**src/hw/rtl/lqe_pkg.sv**
```systemverilog
// Package for the linear queue engine: opcode, status and state codes,
// and the command/status structs shared by controller and datapath. No dependencies.
package lqe_pkg;

  typedef enum logic [1:0] {
    OP_INSERT = 2'd0,
    OP_DELETE = 2'd1,
    OP_DUMP   = 2'd2
  } op_e;

  typedef enum logic [1:0] {
    ST_OK    = 2'd0,
    ST_FULL  = 2'd1,
    ST_EMPTY = 2'd2
  } st_e;

  typedef enum logic {
    S_IDLE = 1'b0,
    S_EXEC = 1'b1
  } state_e;

  // controller -> datapath
  typedef struct packed {
    logic accept;   // latch request, read front slot
    logic ins;      // write item at rear
    logic del;      // advance front
    logic step;     // advance dump pointer, read next slot
    logic emit;     // load result registers
    st_e  status;
    logic use_mem;  // result value comes from read data
    logic last;
  } cmd_t;

  // datapath -> controller
  typedef struct packed {
    op_e  op;
    logic full;
    logic empty;
    logic dump_last;
  } stat_t;

endpackage

```
**src/hw/rtl/lqe_ctrl.sv**
```systemverilog
// Controller of the linear queue engine: request sequencing state machine.
// Depends on lqe_pkg.
module lqe_ctrl import lqe_pkg::*; (
  input  logic  clk_i,
  input  logic  rst_ni,
  input  logic  start_i,
  input  stat_t stat_i,
  output cmd_t  cmd_o,
  output logic  busy_o
);

  state_e state_q, state_d;

  always_ff @(posedge clk_i or negedge rst_ni) begin
    if (!rst_ni) begin
      state_q <= S_IDLE;
    end else begin
      state_q <= state_d;
    end
  end

  always_comb begin
    state_d = state_q;
    cmd_o   = '0;
    cmd_o.status = ST_OK;
    busy_o  = 1'b0;
    case (state_q)
      S_IDLE: begin
        if (start_i) begin
          cmd_o.accept = 1'b1;
          state_d      = S_EXEC;
        end
      end
      S_EXEC: begin
        busy_o  = 1'b1;
        state_d = S_IDLE;
        case (stat_i.op)
          OP_INSERT: begin
            cmd_o.emit = 1'b1;
            cmd_o.last = 1'b1;
            if (stat_i.full) begin
              cmd_o.status = ST_FULL;
            end else begin
              cmd_o.ins = 1'b1;
            end
          end
          OP_DELETE: begin
            cmd_o.emit = 1'b1;
            cmd_o.last = 1'b1;
            if (stat_i.empty) begin
              cmd_o.status = ST_EMPTY;
            end else begin
              cmd_o.del     = 1'b1;
              cmd_o.use_mem = 1'b1;
            end
          end
          OP_DUMP: begin
            cmd_o.emit = 1'b1;
            if (stat_i.empty) begin
              cmd_o.status = ST_EMPTY;
              cmd_o.last   = 1'b1;
            end else begin
              cmd_o.use_mem = 1'b1;
              cmd_o.last    = stat_i.dump_last;
              if (!stat_i.dump_last) begin
                cmd_o.step = 1'b1;
                state_d    = S_EXEC;
              end
            end
          end
          default: begin
            // unused opcode: dropped without a result
          end
        endcase
      end
      default: begin
        state_d = S_IDLE;
      end
    endcase
  end

endmodule

```
**src/hw/rtl/lqe_dpath.sv**
```systemverilog
// Datapath of the linear queue engine: slot memory, front/rear pointers,
// dump pointer and result registers. Depends on lqe_pkg.
module lqe_dpath import lqe_pkg::*; #(
  parameter int QUEUE_DEPTH = 8
) (
  input  logic               clk_i,
  input  logic               rst_ni,
  input  cmd_t               cmd_i,
  input  logic [1:0]         opcode_i,
  input  logic signed [31:0] item_value_i,
  output stat_t              stat_o,
  output logic               result_valid_o,
  output logic [1:0]         status_o,
  output logic signed [31:0] value_o,
  output logic               is_last_o
);

  localparam int CW = $clog2(QUEUE_DEPTH + 1);
  localparam int IW = (QUEUE_DEPTH > 1) ? $clog2(QUEUE_DEPTH) : 1;

  logic [31:0]   slots [QUEUE_DEPTH];
  logic [31:0]   rdata_q;
  logic [31:0]   item_q;
  op_e           op_q;
  logic [CW-1:0] head_q, head_d, tail_q, tail_d, ptr_q, ptr_d;
  logic [CW-1:0] head_inc, ptr_inc;
  logic [IW-1:0] rd_addr;
  logic          valid_q;
  logic [1:0]    status_q;
  logic [31:0]   value_q;
  logic          last_q;

  assign head_inc = head_q + CW'(1);
  assign ptr_inc  = ptr_q + CW'(1);
  assign rd_addr  = cmd_i.accept ? head_q[IW-1:0] : ptr_inc[IW-1:0];

  assign stat_o.op        = op_q;
  assign stat_o.full      = (tail_q == CW'(QUEUE_DEPTH));
  assign stat_o.empty     = (head_q >= tail_q);
  assign stat_o.dump_last = (ptr_inc == tail_q);

  always_comb begin
    head_d = head_q;
    tail_d = tail_q;
    ptr_d  = ptr_q;
    if (cmd_i.accept) begin
      ptr_d = head_q;
    end
    if (cmd_i.step) begin
      ptr_d = ptr_inc;
    end
    if (cmd_i.ins) begin
      tail_d = tail_q + CW'(1);
    end
    if (cmd_i.del) begin
      // queue drained: both pointers back to the start
      if (head_inc >= tail_q) begin
        head_d = '0;
        tail_d = '0;
      end else begin
        head_d = head_inc;
      end
    end
  end

  always_ff @(posedge clk_i or negedge rst_ni) begin
    if (!rst_ni) begin
      head_q  <= '0;
      tail_q  <= '0;
      ptr_q   <= '0;
      op_q    <= OP_INSERT;
      valid_q <= 1'b0;
    end else begin
      head_q  <= head_d;
      tail_q  <= tail_d;
      ptr_q   <= ptr_d;
      valid_q <= cmd_i.emit;
      if (cmd_i.accept) begin
        op_q <= op_e'(opcode_i);
      end
    end
  end

  always_ff @(posedge clk_i) begin
    if (cmd_i.accept) begin
      item_q <= item_value_i;
    end
    if (cmd_i.emit) begin
      status_q <= cmd_i.status;
      value_q  <= cmd_i.use_mem ? rdata_q : 32'd0;
      last_q   <= cmd_i.last;
    end
  end

  always_ff @(posedge clk_i) begin
    if (cmd_i.ins) begin
      slots[tail_q[IW-1:0]] <= item_q;
    end
    rdata_q <= slots[rd_addr];
  end

  assign result_valid_o = valid_q;
  assign status_o       = status_q;
  assign value_o        = value_q;
  assign is_last_o      = last_q;

endmodule

```
**src/hw/rtl/linear_queue_engine_unit.sv**
```systemverilog
// Top level of the linear queue engine: controller plus datapath.
// Depends on lqe_pkg, lqe_ctrl, lqe_dpath.
//
// A request is taken when start is high and busy is low. Insert and delete
// each give one result, loaded into the result registers from the execute state,
// and free the block for a new request when that state ends; a new request is
// not taken before the last one is through. A dump gives one result per stored
// entry, one per cycle, and holds busy until the last; the pace is set by the
// single read port of the slot memory, whose registered read feeds each result.
// Results appear on result_valid_o for one cycle each and cannot be held off, so
// the receiver must take every strobe. Opcode 3 is accepted and gives no result.
module linear_queue_engine_unit import lqe_pkg::*; #(
  parameter int QUEUE_DEPTH = 8
) (
  input  logic               clk_i,
  input  logic               rst_ni,
  input  logic               start,
  output logic               busy,
  input  logic [1:0]         opcode_i,
  input  logic signed [31:0] item_value_i,
  output logic               result_valid_o,
  output logic [1:0]         status_o,
  output logic signed [31:0] value_o,
  output logic               is_last_o
);

  cmd_t  cmd;
  stat_t stat;

  lqe_ctrl u_ctrl (
    .clk_i  (clk_i),
    .rst_ni (rst_ni),
    .start_i(start),
    .stat_i (stat),
    .cmd_o  (cmd),
    .busy_o (busy)
  );

  lqe_dpath #(
    .QUEUE_DEPTH(QUEUE_DEPTH)
  ) u_dpath (
    .clk_i         (clk_i),
    .rst_ni        (rst_ni),
    .cmd_i         (cmd),
    .opcode_i      (opcode_i),
    .item_value_i  (item_value_i),
    .stat_o        (stat),
    .result_valid_o(result_valid_o),
    .status_o      (status_o),
    .value_o       (value_o),
    .is_last_o     (is_last_o)
  );

endmodule

```
**config.mk**
```make
export PLATFORM = sky130hd
export DESIGN_NAME = linear_queue_engine_unit
export DESIGN_NICKNAME = d
export VERILOG_FILES = /design/src/hw/rtl/lqe_pkg.sv /design/src/hw/rtl/lqe_ctrl.sv /design/src/hw/rtl/lqe_dpath.sv /design/src/hw/rtl/linear_queue_engine_unit.sv
export SDC_FILE = /design/constraint.sdc
export NUM_CORES = 1
export LEC_CHECK = 0
export ABC_CLOCK_PERIOD_IN_PS = 6400
export BUFFER_PORTS_ARGS = -buffer_cell sky130_fd_sc_hd__buf_2
export CAP_MARGIN = 20
export CORE_UTILIZATION = 56
export CTS_CLUSTER_DIAMETER = 100
export DETAILED_ROUTE_END_ITERATION = 7
export GPL_ROUTABILITY_DRIVEN = 0
export PLACE_DENSITY = 0.8
export SETUP_SLACK_MARGIN = 0.1
export SLEW_MARGIN = 40
export SYNTH_ARGS = -nofsm -noshare
export SYNTH_HDL_FRONTEND = slang
export SYNTH_SLANG_ARGS = --single-unit
export TNS_END_PERCENT = 20
```
**constraint.sdc**
```tcl
create_clock -name clk_i -period 6.4 [get_ports clk_i]
set_input_delay 0.64 -clock clk_i [delete_from_list [all_inputs] [get_ports clk_i]]
set_output_delay 0.64 -clock clk_i [all_outputs]
set_load 0.005 [all_outputs]
```
### Word level (Yosys, flattened, before mapping)

Memory sizes are Yosys's and may differ from the RTL's. A register that Yosys moved wholly into a read port is not among the register bits.
Cells that the tools add are included.

* add/subtract/negate cells: 3
* order comparisons: 2
* equality and inequality tests: 4
* mux-type cells: 27
* bitwise logic cells: 1
* reductions and logical operators: 4

Operators with widths (count)
* $mux 4: 6
* $mux 1: 15
* $add 4x1->4 const B: 3
* $ge 4x4->1: 2
* $mux 8: 1
* $pmux 3 s2: 1
* $eq 4x4->1: 1
* $eq 4x4->1 const B: 1
* $pmux 1 s2: 2
* $reduce_or 2->1: 2
* $mux 3: 1
* $eq 2x1->1 const B: 1
* $eq 2x2->1 const B: 1
* $logic_not 2->1: 1
* $mux 2: 1
* $reduce_bool 2->1: 1
* $not 1->1: 1

* register bits after elaboration: 83
* memory bits (writable): 256
* input bits: 37
* output and inout port bits: 37
* word-level logic and storage cells: 52
* memories kept: 1

Memories
* u_dpath.slots: depth 8, width 32, read ports 1, clocked after memory_dff 1, write ports 1, RTL line lqe_dpath.sv:21 `logic [31:0] slots [QUEUE_DEPTH];`

### Logic depth before layout (Yosys ltp)

* depth after elaboration: 9
* gate-level depth with buffers: 9
* mapped depth without buffers: 8

### Modules after synthesis

A second synthesis with hierarchy kept.

* cells, all modules: 922
* area, all modules: 14574.0 um^2

Modules (own cells, without submodules)
* lqe_dpath: times used 1, cells an instance 902, area an instance 14390.1 um^2, sequential area each 10715.3 um^2
* lqe_ctrl: times used 1, cells an instance 20, area an instance 183.9 um^2, sequential area each 25.0 um^2

### Worst setup path after synthesis

OpenSTA, ideal clock, no wires.

* path kind: reg-to-reg
* start point: reg u_dpath.tail_q[1]
* end point: mem u_dpath.slots[1][0] (enable)
* library setup time: 0.461 ns
* arrival: 3.647 ns
* data required time: 5.939 ns
* slack: 2.292 ns
* stages on the path, launching flop included: 7
* buffers on the path: 1
* period minus slack after synthesis: 4.108 ns
* cell sequence: dfrtp_1 > clkbuf_1 > inv_1 > ha_1 > a31oi_1 > nand2_1 > nor3_1

* cells in the longest elaborated chain, start to end: 6

Ends and longest elaborated chain
* start: declaration: RTL line lqe_dpath.sv:25 `logic [CW-1:0] head_q, head_d, tail_q, tail_d, ptr_q, ptr_d;`
* start signal: assignment: RTL line lqe_dpath.sv:75 `tail_q <= tail_d;`
* $eq 4x4->1: RTL line lqe_dpath.sv:38 `assign stat_o.full = (tail_q == CW'(QUEUE_DEPTH));`
* $mux 1: RTL line lqe_ctrl.sv:41 `if (stat_i.full) begin`
* $mux 1: RTL line lqe_ctrl.sv:37 `case (stat_i.op)`
* $mux 8: RTL line lqe_ctrl.sv:27 `case (state_q)`
* $mux 1: RTL line lqe_dpath.sv:96 `if (cmd_i.ins) begin`
* $mux 1 (implied by the code): RTL line lqe_dpath.sv:97 `slots[tail_q[IW-1:0]] <= item_q;`
* end: declaration: RTL line lqe_dpath.sv:21

Several ways; a longest one is shown, not always the timed one.

### Worst setup path in the final report

* start point: reg u_dpath.tail_q[1]
* end point: mem u_dpath.slots[1][18] (enable)

Same word-level chain as after synthesis.

==> flow_metrics.env <==
export IMPL_p_seq_share_pct=46.7
export IMPL_ys_types=46
export IMPL_final_nets=804
export IMPL_synthTopCellsByArea="edfxtp_1 (70%), mux4_1 (9.1%), dfxtp_1 (4.6%), dfrtp_1 (2.9%), mux2_2 (2.6%)"
export IMPL_tns_ns=0
export IMPL_crit_type="flip-flop to flip-flop"
export IMPL_p_int_mw=5.05
export IMPL_drv_slew=0
export IMPL_finalInstanceArea_sq_um=16000
export IMPL_pwr_share_clk_pct=33.3
export IMPL_finalPower_mw=6.81
export IMPL_powerDensity_nw_per_um2=425
export IMPL_pre_cts_ws_ns=2.87
export IMPL_synthArstFlopShare_pct=4.31
export IMPL_worst_hold_slack_ns=0.0461
export IMPL_fin_crit_sh_pct=53.6
export IMPL_critPathLaunchType="flip-flop"
export IMPL_yosysTopAreaCellShare_pct=69.8
export IMPL_avgViaCountPerCell=5.83
export IMPL_n_antenna_cell=0
export IMPL_synth_edff_count=323
export IMPL_yosysTopAreaCell="edfxtp_1"
export IMPL_rsz0062_at_grt="false"
export IMPL_cts_reportedPaths_clkPinSlew_ns=0.06
export IMPL_antenna_found_initial=0
export IMPL_cp_top_family="simple AND/OR/NAND/NOR gates"
export IMPL_dr_pass1_iters=5
export IMPL_dieHeight_um=160
export IMPL_drc=0
export IMPL_netlist_area_sq_um=13900
export IMPL_initial_core_util_pct=57.2
export IMPL_hold_buffers=0
export IMPL_syn_nets=701
export IMPL_worst_r2r_endpoint="u_dpath.slots[1][18]"
export IMPL_cpPeakStageDelay_ns=0.67
export IMPL_path_cells="inv_1, ha_1, a31oi_1, nand2_1, nor3_2, buf_4"
export IMPL_grt_pass1_wl_mm=38.5
export IMPL_grt_overflow=0
export IMPL_crit_arrival_ns=3.58
export IMPL_ys_ff_latch=371
export IMPL_htreeDepth=2
export IMPL_critPathBufInv=2
export IMPL_critPathLaunch="u_dpath.tail_q[1]"
export IMPL_numCtsBuffers=37
export IMPL_swShare_pct=25.8
export IMPL_drtAntennaViolNets=0
export IMPL_area_delta_synth_final_pct=15.2
export IMPL_cts_sinks=371
export IMPL_cts_resized=0
export IMPL_hold_path_class="input port to async pin"
export IMPL_hpwl_mm=13.6
export IMPL_p_leak_nw=5.57
export IMPL_io_buffer_count=73
export IMPL_worstRegToRegCells=6
export IMPL_r2r_start="u_dpath.tail_q[1]"
export IMPL_clkLatencyLatePin_ns=0.52
export IMPL_rows=57
export IMPL_root_buffer="clkbuf_16"
export IMPL_comb_power_share_pct=20.0
export IMPL_setup_slack_ns=2.97
export IMPL_synthFlopType="edfxtp_1"
export IMPL_routed_wl_mm=25.5
export IMPL_cts_buffer_depth=3
export IMPL_core_sq_um=24300
export IMPL_grt_usage_pct=20.5
export IMPL_critPathMaxFanout=26
export IMPL_netlist_instances=648
export IMPL_hold_viol_final=0
export IMPL_crit_end="u_dpath.slots[1][18]"
export IMPL_synth_warnings=0
export IMPL_drt_wirelength_per_cell_um=23.1
export IMPL_ys_seq_area_share_pct=77.3
export IMPL_cts_tree="built"
export IMPL_setup_viol=0
export IMPL_crit_cells=6
export IMPL_syn_area_per_cell_sq_um=21.4
export IMPL_postCtsSetupBuffers=0
export IMPL_fmax_ghz=0.292
export IMPL_ir_worst_vdd_uv=285
export IMPL_drv_cap=0
export IMPL_p_sw_mw=1.76
export IMPL_drive_above_1_share_pct=26.8
export IMPL_fin_crit_ns=3.43
export IMPL_grt_max_degree=65
export IMPL_num_vias=6429
export IMPL_ios=74
export IMPL_dieArea_sq_um=25500
export IMPL_drt_iter0_markers=512
export IMPL_synth_top_cells_by_count="edfxtp_1 (323), mux4_1 (48), and2_1 (32), dfxtp_1 (32), mux2_2 (32)"
export IMPL_grt_pass1_vias=6768
export IMPL_yosysMostFrequentCell="edfxtp_1"
export IMPL_status="finished, final reports clean"
export IMPL_slowest_stage="nor3_2"
export IMPL_tightest_slew_ns=0.804
export IMPL_cp_end_kind="flip-flop"
export IMPL_dieWidth_um=160
export IMPL_dpl_cell_area_sq_um=14700
export IMPL_worstPathRequired_ns=6.55
export IMPL_slew_headroom_pct=46.4
export IMPL_skew_ns=0.0182
export IMPL_reg2reg_setup_slack_ns=2.97
-- registers in the layout, indices dropped and copies added (netlist names) --
| name | flops |
|---|---|
| u_dpath.ptr_q | 4 |
| u_dpath.slots | 256 |
| u_dpath.status_o | 2 |
| u_ctrl.state_q | 1 |
| u_dpath.head_q | 4 |
| u_dpath.op_q | 2 |
| u_dpath.tail_q | 4 |
| u_dpath.rdata_q | 32 |
| u_dpath.item_q | 32 |
| u_dpath.is_last_o | 1 |
| u_dpath.result_valid_o | 1 |
| u_dpath.value_o | 32 |
-- cells by family after synthesis --
group           synth area share, %
compound gates                 1.76
simple gates                   3.20
flops                          77.3
xor+xnor                      0.567
mux                            14.3
buf+inv                        1.43
fa+ha+maj                      1.44
-- layout make-up --
class                   count  area, sq um
multi-input cells         244         3060
clock buffers              49         1030
well taps                 324          405
inverters                  10         40.0
repair buffers             87          474
clock inverters            18          263
fillers                  1514         8310
flip-flops and latches    371        10700
-- per-layer routing --
layer  global-route usage (%)  routed length, um
met2                     35.3              13200
met1                     26.1              10200
met5                        0                  0
met4                     7.91                620
met3                     3.52               1430
-- cells in the final DEF (no fill, tap or decap), types with 2 or more instances in the layout --
cell type	n
edfxtp_1	323
buf_2	73
mux4_1	48
clkbuf_16	38
mux2_2	32
and2_1	32
dfxtp_1	32
nand2_1	23
mux4_2	16
ha_1	16
dfrtp_1	16
buf_4	13
inv_1	9
o21ai_0	9
xnor2_1	7
nor2_4	7
clkbuf_1	7
clkinv_2	7
a21oi_1	6
bufinv_16	6
nand2b_1	5
clkbuf_8	4
a211oi_1	3
nor2_1	3
o211ai_1	3
nand3_1	2
a21boi_0	2
a31oi_1	2
nor3_2	2
xor2_1	2
nor4b_1	2
nor3_1	2
o32ai_1	2
-- how the worst min path moves through the flow --
stage / start / to / slack (ns)
6_report: rst_ni / u_dpath.head_q[1] / 0.05
3_5_place_dp: u_dpath.rdata_q[21] / u_dpath.value_o[21] / 0.49
2_1_floorplan: rst_ni / u_ctrl.state_q / 0.34
4_1_cts: rst_ni / u_dpath.head_q[1] / 0.04
3_3_place_gp: u_dpath.rdata_q[16] / u_dpath.value_o[16] / 0.49
5_1_grt: rst_ni / u_dpath.head_q[1] / 0.06
-- power groups by stage --
stage | clock network [mW] | logic, mW | registers [mW]
final | 2.27 | 1.36 | 3.18
after global routing | 2.40 | 1.47 | 3.20
after CTS | 2.30 | 1.38 | 3.18
after detailed placement | 0 | 1.36 | 3.22
after global placement | 0 | 1.28 | 3.19
after floorplan | 0 | 1.04 | 3.16
-- metrics by stage --
step	utilization, %	cells
global placement	60.4	1036
CTS	65.8	1103
global route	65.8	1103
floorplan	-	648
detailed placement	60.5	1036
finish	65.8	1103
Note: power is estimated with default switching activity, not from simulation.
